`src/design/rsks_pkg.sv`:
```
// Shared types, constants and the round update function of the key schedule.
`timescale 1ns / 1ps
`default_nettype none

package rsks_pkg;

    // Field widths of the key and round key beats.
    localparam int HALF_W = 64;
    localparam int KEY_W  = 2 * HALF_W;
    localparam int RND_W  = 5;

    // Default number of rounds after round 0.
    localparam int ROUND_COUNT_DEFAULT = 24;

    // Depth of the key queue between the front and the back.
    localparam int QUEUE_DEPTH = 2;

    // Schedule constants.
    localparam int ROT_BITS = 13;
    localparam int RC_SHIFT = 59;

    typedef logic [HALF_W-1:0] half_t;
    typedef logic [KEY_W-1:0]  key_t;
    typedef logic [RND_W-1:0]  round_t;

    localparam logic [3:0] SBOX [16] = '{
        4'he, 4'h4, 4'hb, 4'h1, 4'h7, 4'h9, 4'hc, 4'ha,
        4'hd, 4'h2, 4'h0, 4'hf, 4'h8, 4'h5, 4'h3, 4'h6
    };

    // One round: rotate left, substitute the two low nibbles, XOR in the round constant.
    function automatic key_t next_round_key(key_t cur, round_t rc);
        key_t rot;
        rot = {cur[KEY_W-1-ROT_BITS:0], cur[KEY_W-1:KEY_W-ROT_BITS]};
        rot[3:0] = SBOX[rot[3:0]];
        rot[7:4] = SBOX[rot[7:4]];
        rot[RC_SHIFT+RND_W-1:RC_SHIFT] = rot[RC_SHIFT+RND_W-1:RC_SHIFT] ^ rc;
        return rot;
    endfunction

endpackage

`default_nettype wire

```
`src/design/rsks_if.sv`:
```
// Handshake interfaces for the key channel and the round key channel.
`timescale 1ns / 1ps
`default_nettype none

interface rsks_key_if
    import rsks_pkg::*;
();
    logic  valid;
    logic  ready;
    half_t key_upper;
    half_t key_lower;

    modport source (output valid, output key_upper, output key_lower, input ready);
    modport sink   (input valid, input key_upper, input key_lower, output ready);
endinterface

interface rsks_round_key_if
    import rsks_pkg::*;
();
    logic   valid;
    logic   ready;
    round_t round_number;
    half_t  round_key_upper;
    half_t  round_key_lower;
    logic   final_round;

    modport source (
        output valid, output round_number, output round_key_upper,
        output round_key_lower, output final_round, input ready
    );
    modport sink (
        input valid, input round_number, input round_key_upper,
        input round_key_lower, input final_round, output ready
    );
endinterface

`default_nettype wire

```
`src/design/rsks_key_queue.sv`:
```
// Front end: accepts key beats into a short queue ahead of the round engine.
`timescale 1ns / 1ps
`default_nettype none

module rsks_key_queue
    import rsks_pkg::*;
(
    input  wire logic   clk,
    input  wire logic   rst_n,
    rsks_key_if.sink    key_in,
    rsks_key_if.source  key_out
);

    localparam int PTR_W = (QUEUE_DEPTH > 1) ? $clog2(QUEUE_DEPTH) : 1;
    localparam int CNT_W = $clog2(QUEUE_DEPTH + 1);

    half_t             upper_mem [QUEUE_DEPTH];
    half_t             lower_mem [QUEUE_DEPTH];
    logic [PTR_W-1:0]  wr_ptr_reg;
    logic [PTR_W-1:0]  wr_ptr_next;
    logic [PTR_W-1:0]  rd_ptr_reg;
    logic [PTR_W-1:0]  rd_ptr_next;
    logic [CNT_W-1:0]  count_reg;
    logic [CNT_W-1:0]  count_next;
    logic              push;
    logic              pop;

    // The queue takes a beat whenever it has a free entry.
    assign key_in.ready   = (count_reg != CNT_W'(QUEUE_DEPTH));
    assign push           = key_in.valid && key_in.ready;
    assign pop            = key_out.valid && key_out.ready;

    assign key_out.valid     = (count_reg != '0);
    assign key_out.key_upper = upper_mem[rd_ptr_reg];
    assign key_out.key_lower = lower_mem[rd_ptr_reg];

    // Pointer and fill count updates, wrapping at the queue depth.
    always_comb
    begin
        wr_ptr_next = wr_ptr_reg;
        rd_ptr_next = rd_ptr_reg;
        count_next  = count_reg;
        if (push)
        begin
            wr_ptr_next = (wr_ptr_reg == PTR_W'(QUEUE_DEPTH - 1)) ? '0 : wr_ptr_reg + 1'b1;
        end
        if (pop)
        begin
            rd_ptr_next = (rd_ptr_reg == PTR_W'(QUEUE_DEPTH - 1)) ? '0 : rd_ptr_reg + 1'b1;
        end
        if (push && !pop)
        begin
            count_next = count_reg + 1'b1;
        end
        else if (pop && !push)
        begin
            count_next = count_reg - 1'b1;
        end
    end

    always_ff @(posedge clk or negedge rst_n)
    begin
        if (!rst_n)
        begin
            wr_ptr_reg <= '0;
            rd_ptr_reg <= '0;
            count_reg  <= '0;
        end
        else
        begin
            wr_ptr_reg <= wr_ptr_next;
            rd_ptr_reg <= rd_ptr_next;
            count_reg  <= count_next;
        end
    end

    // Queue storage.
    always_ff @(posedge clk)
    begin
        if (push)
        begin
            upper_mem[wr_ptr_reg] <= key_in.key_upper;
            lower_mem[wr_ptr_reg] <= key_in.key_lower;
        end
    end

endmodule

`default_nettype wire

```
`src/design/rsks_round_engine.sv`:
```
// Back end: steps the key register once per round key beat and holds it in an output register.
`timescale 1ns / 1ps
`default_nettype none

module rsks_round_engine
    import rsks_pkg::*;
#(
    parameter int ROUND_COUNT = ROUND_COUNT_DEFAULT
)
(
    input  wire logic        clk,
    input  wire logic        rst_n,
    rsks_key_if.sink         key_in,
    rsks_round_key_if.source round_key
);

    logic   valid_reg;
    logic   valid_next;
    round_t round_reg;
    round_t round_next;
    half_t  upper_reg;
    half_t  upper_next;
    half_t  lower_reg;
    half_t  lower_next;
    logic   final_reg;
    logic   final_next;
    logic   out_fire;
    logic   slot_free;
    logic   load;
    key_t   stepped;

    assign out_fire  = valid_reg && round_key.ready;
    // The output register is free for a new key when empty or when the last round leaves.
    assign slot_free = !valid_reg || (out_fire && final_reg);
    assign key_in.ready = slot_free;
    assign load      = slot_free && key_in.valid;

    // The round constant of the next round equals the current round number.
    assign stepped = next_round_key({upper_reg, lower_reg}, round_reg);

    always_comb
    begin
        valid_next = valid_reg;
        round_next = round_reg;
        upper_next = upper_reg;
        lower_next = lower_reg;
        final_next = final_reg;
        if (load)
        begin
            valid_next = 1'b1;
            round_next = '0;
            upper_next = key_in.key_upper;
            lower_next = key_in.key_lower;
            final_next = 1'b0;
        end
        else if (out_fire && final_reg)
        begin
            valid_next = 1'b0;
        end
        else if (out_fire)
        begin
            round_next = RND_W'(round_reg + 1'b1);
            upper_next = stepped[KEY_W-1:HALF_W];
            lower_next = stepped[HALF_W-1:0];
            final_next = (RND_W'(round_reg + 1'b1) == RND_W'(ROUND_COUNT));
        end
    end

    // Control state.
    always_ff @(posedge clk or negedge rst_n)
    begin
        if (!rst_n)
        begin
            valid_reg <= 1'b0;
        end
        else
        begin
            valid_reg <= valid_next;
        end
    end

    // Round key payload.
    always_ff @(posedge clk)
    begin
        round_reg <= round_next;
        upper_reg <= upper_next;
        lower_reg <= lower_next;
        final_reg <= final_next;
    end

    assign round_key.valid           = valid_reg;
    assign round_key.round_number    = round_reg;
    assign round_key.round_key_upper = upper_reg;
    assign round_key.round_key_lower = lower_reg;
    assign round_key.final_round     = final_reg;

endmodule

`default_nettype wire

```
`src/design/rotate13_sbox_key_schedule.sv`:
```
// Top level of the rotate-13 S-box key schedule.
//
// Each 128-bit key beat yields ROUND_COUNT + 1 round key beats in round order, the first
// being the key itself and the last flagged by final_round. The back end emits one round key
// per cycle from its output register while the receiver is ready, using the single round
// update unit; a two-entry key queue in front takes new keys while a schedule is in
// progress, and when a key is queued the next schedule starts in the cycle after the last
// round key of the previous one leaves. No clearing pass follows reset.
`timescale 1ns / 1ps
`default_nettype none

module rotate13_sbox_key_schedule
    import rsks_pkg::*;
#(
    parameter int ROUND_COUNT = ROUND_COUNT_DEFAULT
)
(
    input  wire logic        clk,
    input  wire logic        rst_n,
    rsks_key_if.sink         key,
    rsks_round_key_if.source round_key
);

    // Queued keys between the front and the back.
    rsks_key_if queued ();

    rsks_key_queue u_key_queue (
        .clk     (clk),
        .rst_n   (rst_n),
        .key_in  (key),
        .key_out (queued)
    );

    rsks_round_engine #(
        .ROUND_COUNT (ROUND_COUNT)
    ) u_round_engine (
        .clk       (clk),
        .rst_n     (rst_n),
        .key_in    (queued),
        .round_key (round_key)
    );

endmodule

`default_nettype wire

```
`src/flat_wrapper.sv`:
```
// flat-port wrapper written by rule: the top's interface ports become plain ports
module rotate13_sbox_key_schedule_flat import rsks_pkg::*;
#(
    parameter int ROUND_COUNT = ROUND_COUNT_DEFAULT
)
  (clk, rst_n, key_valid, key_key_upper, key_key_lower, key_ready, round_key_valid, round_key_round_number, round_key_round_key_upper, round_key_round_key_lower, round_key_final_round, round_key_ready);
  rsks_key_if key_i ();
  rsks_round_key_if round_key_i ();
  input  wire logic clk;
  input  wire logic rst_n;
  input wire logic [$bits(key_i.valid)-1:0] key_valid;
  input wire logic [$bits(key_i.key_upper)-1:0] key_key_upper;
  input wire logic [$bits(key_i.key_lower)-1:0] key_key_lower;
  output wire logic [$bits(key_i.ready)-1:0] key_ready;
  output wire logic [$bits(round_key_i.valid)-1:0] round_key_valid;
  output wire logic [$bits(round_key_i.round_number)-1:0] round_key_round_number;
  output wire logic [$bits(round_key_i.round_key_upper)-1:0] round_key_round_key_upper;
  output wire logic [$bits(round_key_i.round_key_lower)-1:0] round_key_round_key_lower;
  output wire logic [$bits(round_key_i.final_round)-1:0] round_key_final_round;
  input wire logic [$bits(round_key_i.ready)-1:0] round_key_ready;
  assign key_i.valid = key_valid;
  assign key_i.key_upper = key_key_upper;
  assign key_i.key_lower = key_key_lower;
  assign key_ready = key_i.ready;
  assign round_key_valid = round_key_i.valid;
  assign round_key_round_number = round_key_i.round_number;
  assign round_key_round_key_upper = round_key_i.round_key_upper;
  assign round_key_round_key_lower = round_key_i.round_key_lower;
  assign round_key_final_round = round_key_i.final_round;
  assign round_key_i.ready = round_key_ready;
  rotate13_sbox_key_schedule #(.ROUND_COUNT(ROUND_COUNT)) u_core (.clk(clk), .rst_n(rst_n), .key(key_i), .round_key(round_key_i));
endmodule
```
`config.mk`:
```
export PLATFORM = sky130hd
export DESIGN_NAME = rotate13_sbox_key_schedule_flat
export DESIGN_NICKNAME = d
export VERILOG_FILES = /design/src/design/rsks_pkg.sv /design/src/design/rsks_if.sv /design/src/design/rsks_key_queue.sv /design/src/design/rsks_round_engine.sv /design/src/design/rotate13_sbox_key_schedule.sv /design/src/flat_wrapper.sv
export SDC_FILE = /design/constraint.sdc
export NUM_CORES = 1
export LEC_CHECK = 0
export BUFFER_PORTS_ARGS = -buffer_cell sky130_fd_sc_hd__buf_2
export CAP_MARGIN = 20
export CORE_MARGIN = 2
export CORE_UTILIZATION = 55
export DETAILED_ROUTE_END_ITERATION = 12
export HOLD_SLACK_MARGIN = 0.15
export PLACE_DENSITY = 0.79
export RECOVER_POWER = 100
export SLEW_MARGIN = 20
export SYNTH_ARGS = -nofsm -noshare
export SYNTH_HDL_FRONTEND = slang
export SYNTH_SLANG_ARGS = --single-unit
```
`constraint.sdc`:
```
create_clock -name clk -period 18.1 [get_ports clk]
set_clock_uncertainty 0.15 [all_clocks]
set_input_delay 3.62 -clock clk [delete_from_list [all_inputs] [get_ports clk]]
set_output_delay 3.62 -clock clk [all_outputs]
set_load 0.05 [all_outputs]
```
# ---- Word-level counts from Yosys, hierarchy flattened
# Memory sizes are Yosys's and may differ from the RTL's.
# Cells that the tools add are included.
dict set report word_totals {
  regBits 139
  ramBits 256
  rom_bits 128
  memories 4
}
dict set report classes {
  add_sub_neg 5
  n_lt_le_gt_ge 2
  eq_ne 3
  n_mux 18
  n_bitwise 4
  n_reduce_logical 16
}
# memory depth word_bits read_ports rd_ports_with_merged_regs wr line_no
set memory_table {}
lappend memory_table {u_core.u_key_queue.lower_mem 2 64 1 0 1 rsks_key_queue.sv:18} ;# half_t lower_mem [QUEUE_DEPTH];
lappend memory_table {u_core.u_key_queue.upper_mem 2 64 1 0 1 rsks_key_queue.sv:17} ;# half_t upper_mem [QUEUE_DEPTH];
lappend memory_table {{(name not given)} 16 4 1 0 0 rsks_pkg.sv:36} ;# rot[7:4] = SBOX[rot[7:4]];
lappend memory_table {{(name not given)} 16 4 1 0 0 rsks_pkg.sv:35} ;# rot[3:0] = SBOX[rot[3:0]];
# operator n
set ops {}
lappend ops {{64-bit two-way mux} 6}
lappend ops {{4-bit two-way mux} 4}
lappend ops {{5-bit greater-or-equal comparator, second input constant} 2}
lappend ops {{4-bit NOT with 5-bit output} 2}
lappend ops {{2-bit nonzero test} 4}
lappend ops {{1-bit logical AND} 6}
lappend ops {{1-bit two-way mux} 6}
lappend ops {{5-bit by 1-bit adder with 5-bit output, second input constant} 1}
lappend ops {{5-bit == test, second input constant} 1}
lappend ops {{5-bit bitwise XOR} 1}
lappend ops {{2-bit two-way mux} 2}
lappend ops {{2-bit AND reduction} 2}
lappend ops {{1-bit zero test} 3}
lappend ops {{1-bit adder, second input constant} 2}
lappend ops {{2-bit by 1-bit adder with 2-bit output, second input constant} 1}
lappend ops {{2-bit by 1-bit inequality test with 1-bit output, second input constant} 1}
lappend ops {{2-bit inequality test, second input constant} 1}
lappend ops {{2-bit by 1-bit subtractor with 2-bit output, second input constant} 1}
lappend ops {{1-bit logical OR} 1}
lappend ops {{1-bit NOT} 1}

# ---- Longest topological paths before layout
# Gate-level depths: netlist (run 1).
dict set report logic_depth {
  word_depth 7
  ltp_mapped 9
  mapped_depth_nobuf 7
}

# ---- Modules after synthesis
# From an unflattened synthesis (run 1), not the netlist that was laid out.
dict set report unflattened {
  cells_unflattened 782
  hier_area_um2 16004.1
}
# module n_inst cells_per_inst area_each_um2 seq_area_each_um2
set by_module_without_submodules {}
lappend by_module_without_submodules {rsks_key_queue 1 416 9474.1 7787.5}
lappend by_module_without_submodules {rsks_round_engine 1 366 6530.0 3988.8}

# ---- Worst setup path before layout (run 1)
# OpenSTA, ideal clock, no wires.
dict set report synth_path {
  kind {input -> register}
  start {input port round_key_ready}
  end {register u_core.u_round_engine.round_reg[0] (netlist: u_core.u_round_engine.round_key.round_number[0])}
  arrival_ns 13.266
  required_ns 17.405
  path_slack_ns 4.139
  path_stages 4
  path_cell_list {a21boi_1 > buf_2 > o21ai_0 > mux2i_1}
}
dict set report synth_between {
  elab_chain_len 4
  elab_cells_between_ends 6
  cone_classes {bitwise (1); reduce/logical (5)}
}
# element line_no
set synth_rtl {}
lappend synth_rtl {{start: declaration} flat_wrapper.sv:20} ;# input wire logic [$bits(round_key_i.ready)-1:0] round_key_ready;
lappend synth_rtl {{1-bit logical AND (*)} rsks_round_engine.sv:32} ;# assign out_fire = valid_reg && round_key.ready;
lappend synth_rtl {{1-bit logical AND} {rsks_round_engine.sv:34, rsks_round_engine.sv:56}}
lappend synth_rtl {{1-bit NOT (no source line) or 1-bit logical OR (tied branches)} --}
lappend synth_rtl {{2-bit AND reduction (no source line) or 1-bit logical AND (tied branches)} --}
lappend synth_rtl {{end signal: assignment} rsks_round_engine.sv:85} ;# round_reg <= round_next;
lappend synth_rtl {{end: declaration} rsks_round_engine.sv:19} ;# round_t round_reg;
# Mark *: on every way between the ends. The rest lies on a longest branch, timed or not.
# A chain may end at the register's enable or synchronous reset.

# ---- Worst setup path in the final report (run 1)
dict set report layout_path {
  start {input port round_key_ready}
  end {register u_core.u_round_engine.upper_reg[55] (netlist: u_core.u_round_engine.round_key.round_key_upper[55]), data pin}
}
dict set report layout_between {
  elab_chain_len 5
}
# element line_no
set layout_rtl {}
lappend layout_rtl {{1-bit logical AND} rsks_round_engine.sv:32}
lappend layout_rtl {{1-bit logical AND} rsks_round_engine.sv:34} ;# assign slot_free = !valid_reg || (out_fire && final_reg);
lappend layout_rtl {{1-bit logical OR} rsks_round_engine.sv:34}
lappend layout_rtl {{1-bit logical AND} rsks_round_engine.sv:36} ;# assign load = slot_free && key_in.valid;
lappend layout_rtl {{64-bit two-way mux} rsks_round_engine.sv:48} ;# if (load)
lappend layout_rtl {{named net u_core.u_round_engine.upper_next[55]} rsks_round_engine.sv:22} ;# half_t upper_next;
lappend layout_rtl {{end signal: assignment} rsks_round_engine.sv:86} ;# upper_reg <= upper_next;
lappend layout_rtl {{end: declaration} rsks_round_engine.sv:21} ;# half_t upper_reg;
# The timed path passes the listed nets, and every way through them passes these cells.

==> summary.md, run 1 <==
During placement, the flow inserted port buffers numbering 267. During I/O placement, the number of pins put on the boundary was 268. For this run, design rule violations remaining after detail routing come to 0.

A synthesized cell averages 16.6 um2. The run gives 6 as the number of antenna violations at the first check in global routing. Peak-usage layer in the global routing report: met2. The cell with the largest stage delay on the worst path was sky130_fd_sc_hd__a21boi_0. For this block, the initial DRC count from the detailed router was 1,075.

The detailed-route vias per instance was 5.94. The final reports fail on max-capacitance violations, max-slew violations. The startpoint of the tightest hold check path was u_core.u_key_queue.wr_ptr_reg. The overflow left after global routing came out at 0. The cell count after synthesis is 916.

Clock-pin slew was measured on the worst setup and hold paths at 60 ps. The cell sitting at the root of the clock tree is a sky130_fd_sc_hd__clkbuf_16. The worst setup path is captured at a register. For this run, the total global-route usage over all layers was measured as 24.4%. The area of combinational cells with multiple inputs came out at 3140 um2. For hold timing, the worst endpoint is u_core.u_key_queue.wr_ptr_reg.

The category of the critical setup timing path was in -> reg. For the pin with the worst max-slew slack, the measured transition is 4690 ps. The number of enable flip-flop cells after synthesis is 384.

The maximum number of pins on one net before global-route repair was 93; the number of setup buffers added after CTS was 0. The H-tree depth was 2. The number of global-route vias before repair is 9,018. The filler cell count in the final layout was 1,984; the highest achievable clock rate was 0.0974 GHz. The signal on the critical path passes through clkbuf_1, a21boi_0, or2_0, buf_4, o21ai_0. Number of cells upsized or downsized after cts: 0.

Counting every sink on the clock net gives 395. Once detail routing completed, the nets flagged for antenna violations numbered 0. The final-stage net count is 1,314. The weighted congestion reported at the end of routability-driven placement was 0.828.

Most common cell after layout, fill and taps aside: sky130_fd_sc_hd__edfxtp_1. The shortest clock period the worst path allows after layout is 10,270 ps, and the wire length per cell is 23.5 um. Share of the clock period used by the worst path: 56.7%.

The fraction of met2 tracks used by global routing is 39.8%. In this run the worst hold path is classified as reg -> reg. The synthesized netlist occupies a cell area of 15,200 um2. The post-route netlist has 8.98% of its cells at a drive strength greater than 1. The HPWL after detailed placement is 23,100 um. The cell count of the worst hold path works out to 1. The nature of the critical path startpoint is an input pin. The cell depth of the worst flop-to-flop path was 5; the summed negative setup slack over all endpoints was 0 ps. The post-synthesis cell type count came out at 35.

The total count of hold-check failures in the final report came out at 0. Setup repair after global routing left no endpoint under its margin. The library cells used most frequently in the layout, excluding fill and tap cells, are sky130_fd_sc_hd__edfxtp_1, sky130_fd_sc_hd__o21ai_0, sky130_fd_sc_hd__clkbuf_1.

Cells fill 65.9% of the core in the end. The tools report the number of violations of the max-capacitance limit as 10. The starting density of the core came out at 56.3%.

For the number of hold-repair buffers added at the cts stage, the log shows 0. The tools report the reg-to-reg critical path startpoint as u_core.u_key_queue.count_reg[0]. Largest fanout of any net on the critical path: 67. The worst pin sits at a relative slew slack of -212%. The run finished, with violations left. In this run, CTS created clock tree buffers numbering 40. The worst-case IR drop observed on VDD is 149 uV.

The critical path's largest stage delay was 2870 ps; the number of endpoints failing setup at the final stage was 0. The horizontal extent of the die was 170 um. The run gives 3 as the largest buffer count on any clock path.

The final layout contains routed wiring with a total length of 36,300 um. For this run, the detailed router's first-pass iteration total came to 5. The region available for standard cell placement spans 27,000 um2.

The largest registers in the layout are u_core.u_key_queue.lower_mem x128, u_core.u_key_queue.upper_mem x128. The launching instance or port of the critical path is round_key_ready. The worst register-to-register path ends at u_core.u_key_queue.upper_mem[0][42]. Required arrival time at the worst endpoint: 18,170 ps.

Summed over all cells, the static leakage comes to 0.00638 uW. The worst register-to-register path has a setup slack of 10,460 ps. The final-report max-slew violation count is 595. Of the synthesized area, sequential elements account for 77.4%. Global routing consumed, on the met1 layer, 33.1% of the routing resources. Counting every net in the synthesized netlist gives 1,055. Synthesis inferred 395 register bits. The number of warning messages in the yosys log came out at 0. The floorplan has 60 rows. From bottom edge to top edge, the die measures 170 um. The worst path arrival time was 10,340 ps. The area growth from synthesis to layout is 17.1%. Summing over every cut layer, the via total after detailed routing is 9,199.

The first global-routing pass estimated 52,300 um of wire. The sequential cells in the finished layout cover a total of 11,800 um2. For this run, asynchronously set or reset flops after synthesis account for 1.27%. The clock reaches the later pin of the worst-skew pair after 520 ps. In this run the power density over the cells is 199 nW/um2. The fraction of met3 tracks used by global routing is 5.05%. The most used flip-flop cell after synthesis is sky130_fd_sc_hd__edfxtp_1. TritonCTS built the clock tree.

The die covers 29,000 um2.
## layer usage
metal / vias up / routed length [um]
met5: - / 30
met4: 4 / 1030
met1: 4532 / 14100
li1: 4080 / -
met3: 72 / 3440
met2: 511 / 17700
## cell usage after synthesis (2+ instances only)
| master | n | area share [%] |
|---|---|---|
| sky130_fd_sc_hd__nor2b_1 | 4 | 0.16 |
| sky130_fd_sc_hd__or3_1 | 3 | 0.12 |
| sky130_fd_sc_hd__and3_1 | 2 | 0.082 |
| sky130_fd_sc_hd__a31oi_1 | 4 | 0.16 |
| sky130_fd_sc_hd__nor3b_1 | 2 | 0.099 |
| sky130_fd_sc_hd__a2111oi_0 | 4 | 0.23 |
| sky130_fd_sc_hd__xor2_1 | 7 | 0.40 |
| sky130_fd_sc_hd__inv_1 | 10 | 0.25 |
| sky130_fd_sc_hd__buf_6 | 3 | 0.22 |
| sky130_fd_sc_hd__xnor2_1 | 6 | 0.35 |
| sky130_fd_sc_hd__mux4_2 | 2 | 0.30 |
| sky130_fd_sc_hd__nor2_1 | 7 | 0.17 |
| sky130_fd_sc_hd__clkbuf_1 | 33 | 0.81 |
| sky130_fd_sc_hd__mux2i_1 | 133 | 8.7 |
| sky130_fd_sc_hd__dfxtp_1 | 6 | 0.79 |
| sky130_fd_sc_hd__ha_1 | 7 | 0.58 |
| sky130_fd_sc_hd__o21ai_0 | 178 | 5.9 |
| sky130_fd_sc_hd__and2_1 | 4 | 0.16 |
| sky130_fd_sc_hd__buf_2 | 24 | 0.79 |
| sky130_fd_sc_hd__edfxtp_1 | 384 | 76 |
| sky130_fd_sc_hd__nand3b_1 | 2 | 0.099 |
| sky130_fd_sc_hd__nand2b_1 | 4 | 0.16 |
| sky130_fd_sc_hd__dfrtp_1 | 5 | 0.82 |
| sky130_fd_sc_hd__o211ai_1 | 2 | 0.099 |
| sky130_fd_sc_hd__o21ai_1 | 70 | 2.3 |
## through the flow
| stage | area (um2) | worst slack, ps | std cells | total power (uW) | hold slack (ps) |
|---|---|---|---|---|---|
| floorplan | 15200 | 4140 | 916 | 2430 | 311 |
| finish | 17800 | 7830 | 1548 | 3540 | 386 |
| global placement | 16800 | 11480 | 1473 | 2720 | 382 |
| CTS | 18100 | 11930 | 1544 | 3580 | 405 |
| global route | 17800 | 7180 | 1545 | 3680 | 424 |
| detailed placement | 16800 | 11390 | 1474 | 2760 | 391 |
## where the power goes
group | leakage (uW) | switching (uW) | internal [uW]
registers | 0.00373 | 196 | 1400
clock network | 0.000627 | 330 | 486
logic | 0.00203 | 883 | 252
## worst max path at each step
stage	cells past startpoint	end	slack (ps)
finish	5	register	7830
floorplan	4	u_core.u_round_engine.round_key.round_number[0]	4140
CTS	5	register	11930
global placement	5	register	11480
detailed placement	5	register	11390
global route	5	register	7180
## cell type report
class / count / share of cell area (%)
flip-flops and latches: 395 / 66.1
diodes: 4 / 0.0562
multi-input cells: 450 / 17.6
well taps: 341 / 2.39
inverters: 10 / 0.211
clock buffers: 49 / 5.93
repair buffers: 278 / 6.38
clock inverters: 21 / 1.29
## kinds of logic (layout without fill, tap and decap cells)
family	Yosys count	count (layout)	share of synthesized area (%)
AO/OA/AOI/OAI	263	263	8.91
XOR/XNOR	13	13	0.748
adder cells (fa/ha/maj)	7	7	0.575
buffers and inverters	71	358	2.12
flip-flops	395	395	77.4
multiplexers	135	135	9.04
other	0	4	0
AND/OR/NAND/NOR	32	32	1.22
## worst max-delay path: cells and delay by family
| kind | cells | cell delay (ps) |
|---|---|---|
| simple gates | 1 | 2570 |
| compound gates | 2 | 3120 |
| buf+inv | 2 | 950 |
(Power assumes the default switching activity.)
==> run 2: changes to the inputs <==
==> constraint.sdc (replaced) <==
create_clock -name clk -period 10 [get_ports clk]
set_clock_uncertainty 0.15 [all_clocks]
set_input_delay 2 -clock clk [delete_from_list [all_inputs] [get_ports clk]]
set_output_delay 2 -clock clk [all_outputs]
set_load 0.05 [all_outputs]
==> run 2 against run 1 <==
Net effect:
- the flow still finishes with violations (max-capacitance violations, max-slew violations)
- cell count increased by 0.26%
- via count fell by 0.79%
- global-route usage down 0.67 points
- final area is 0.29% lower
- clock-buffer cell count increased by 6
- utilization down 0.19 points
- worst setup slack lost 4500 ps
- non-clock buffer count increased by 1
- hold slack lost 30 ps
- highest routed layer is now met4
==> summary.md, run 2 (synthesized netlist as in run 1, its figures left out) <==
In the finished design, the share of the clock period the worst path needs comes to 66.2%. The placed wire-length estimate is 22,900 um (-1.0%), and the worst setup slack after placement is 4990 ps (-6400 ps). The run gives 0 (unchanged) as the residual antenna-violating net count after detailed routing.

Starting density of the core: 56.3% (unchanged). The run gives 1,965 (-0.96%) as the filler cell count in the final layout. Share of cells above drive strength 1: 10.3% (+1.3 points).

For the required arrival time at the worst endpoint, the log shows 10,220 ps (-7950 ps). TritonCTS built the clock tree. The setup slack of the critical path after layout was 3380 ps (-4450 ps); the final-report max-slew violation count was 375 (-37%). The hold slack was 356 ps (-30.1 ps); the number of cells upsized or downsized after cts was 0 (unchanged). The leakage power of the design is 0.00640 uW (+0.23%).

The net switching power figure is 2530 uW (+80%). The tools report the routed via count as 9,126 (-0.79%). The detailed-route vias per instance was 5.88 (-1.0%). In this design, the critical path's most frequently occurring cell is sky130_fd_sc_hd__clkbuf_1. The weighted congestion reported at the end of routability-driven placement came out at 0.834 (+0.80%). The logs give 44.7% (-0.2 points) for the sequential power share and 2 (unchanged) for the H-tree depth. The number of setup buffers added after CTS is 0 (unchanged), and the highest ir drop seen on vdd is 245 uV (+65%). The cell-internal power was 3750 uW (+76%). The total wire length after detailed routing is 35,400 um (-2.5%), and the critical path's largest stage delay is 2040 ps (-830 ps).

The startpoint identified for the worst hold timing path is u_core.u_key_queue.wr_ptr_reg. For the largest buffer count on any clock path, the log shows 3 (unchanged). Leaving out fill and tap cells, the most frequent cell in the layout is sky130_fd_sc_hd__edfxtp_1. The slowest stage of the critical path belongs to the cell sky130_fd_sc_hd__clkbuf_1.

Setup repair after global routing left no endpoint under its margin. The maximum number of pins on one net before global-route repair was 101 (+8.6%); the worst path arrival time was 6840 ps (-3500 ps). The switching power share of the total works out to 40.3% (+0.52 points). The number of antenna violations at the first check in global routing is 5 (-1), and the overflow left after global routing is 0 (unchanged).

The wire length per cell is 22.8 um (-2.7%). Walking the worst path, the cells encountered are clkbuf_1, a21boi_4, clkbuf_1, clkbuf_1, o21ai_0, o21ai_0. The logs give 6 (+1) for the first-pass detailed-route iteration total and 268 (unchanged) for the number of ports placed on the die boundary.

The transition time of the tightest slew-check pin was 3910 ps (-772 ps). The largest registers in the layout are u_core.u_key_queue.lower_mem x128, u_core.u_key_queue.upper_mem x128. The final reports fail on max-capacitance violations, max-slew violations. The run gives 1,315 (+0.076%) as the final-stage net count. The run gives 29,000 um2 (unchanged) as the die area. The launching instance or port of the critical path was round_key_ready.

The number of violations of the max-capacitance limit was 8 (-2). The total count of hold-check failures in the final report is 0 (unchanged), and the first-pass GRT wire length is 51,000 um (-2.4%). In this run the clock root is driven by a sky130_fd_sc_hd__clkbuf_16. Total of buffers placed on input and output ports: 267 (unchanged).

Nature of the critical path startpoint: an input pin. The total track usage is 23.7% (-0.67 points). Relative to the synthesized area, the layout overhead comes to 16.7%.

The die height was 170 um (unchanged). The tools report the summed negative setup slack over all endpoints as 0 ps (unchanged). The clock-pin slew on the worst setup and hold paths was 60 ps (about the same).

The flow ran to the end, but the final reports show violations. By startpoint and endpoint, the worst setup path is classified as in -> reg. After layout, the minimum clock period comes to 6620 ps. Largest fanout of any net on the critical path: 70 (+4.5%). The share of power burned in combinational logic was 33.2% (+1.2 points).

The number of DRC markers in iteration 0 is 1,152 (+7.2%), and the number of remaining DRC errors is 0 (unchanged). The logs give 60 (unchanged) for the standard-cell row count and 40 (unchanged) for the number of buffers inserted during clock tree synthesis. STA classifies the critical path endpoint as a register. Based on the critical path, the design can be clocked at up to 0.151 GHz. The tools report the core footprint as 27,000 um2 (unchanged). The number of global-route vias before repair was 8,809 (-2.3%).

The run gives -161% (+51 points) as the relative max-transition margin. The classification of the worst-slack hold path is reg -> reg. The total power per unit cell area was 354 nW/um2 (+78%). The logs give 530 ps (about the same) for the insertion delay to the later sink of the worst-skew pair and 395 (unchanged) for the total clock sinks. The logs give 0 (unchanged) for the number of endpoints failing setup at the final stage and 0 (unchanged) for the number of hold-repair buffers added at the cts stage. The startpoint identified for the worst register-to-register timing path is u_core.u_key_queue.count_reg[0]. The horizontal extent of the die works out to 170 um (unchanged).

The library cells used most frequently in the layout, excluding fill and tap cells, are sky130_fd_sc_hd__edfxtp_1, sky130_fd_sc_hd__o21ai_0, sky130_fd_sc_hd__clkbuf_1. The power after layout was 6280 uW (+77%); the share of total power in the clock network was 22.1% (-0.9 points).
==> run 2: cell count changes in the layout (fill, tap and decap cells not counted), sizes merged <==
cell	delta
clkinvlp	+1
bufinv	-5
clkbuf	-7
buf	+14
clkinv	-1
diode	+2
==> run 2: path summary, 6_finish.rpt <==
kind	depth (start not counted)	slack, ps	to
min in group asynchronous	1	1190	u_core.u_key_queue.count_reg[1]
hold / removal	1	360	u_core.u_key_queue.wr_ptr_reg
setup / recovery	6	3380	register
setup reg to reg	4	4550	u_core.u_key_queue.upper_mem[0][62]
hold reg to reg	1	360	u_core.u_key_queue.wr_ptr_reg
max in group asynchronous	1	8240	u_core.u_key_queue.rd_ptr_reg
==> run 2: power by group through the flow <==
stage	combinational (uW)	clock [uW]	sequential [uW]
floorplan	858	0	3520
global placement	2140	0	2800
detailed placement	2200	0	2800
CTS	2200	1410	2780
global route	2220	1480	2840
finish	2080	1390	2810
==> run 2: cell type report <==
type	count	area [um2]	share of cell area, %
clock inverters	16	83.8	0.472
clock buffers	55	1140	6.42
repair buffers	279	1140	6.42
inverters	10	37.5	0.211
multi-input cells	450	3140	17.7
flip-flops and latches	395	11800	66.3
diodes	6	15.0	0.0845
well taps	341	427	2.40
==> run 2: worst max-delay path: cells and delay by family <==
family | cells | cell delay [ps]
buf+inv | 3 | 3840
compound gates | 3 | 950
==> run 2: stage by stage <==
stage	util [%]	cell area, um2	cells
floorplan	-	15200	916
global placement	62.3	16800	1474
detailed placement	62.4	16900	1475
CTS	66.9	18100	1546
global route	65.7	17800	1549
finish	65.7	17800	1552
==> run 2: per-layer routing <==
layer	up-vias	wire [um]	global-route usage [%]
li1	4084	-	-
met1	4472	14000	33.1
met2	509	17400	38.5
met3	61	3280	4.60
met4	0	791	7.10
met5	-	0	0
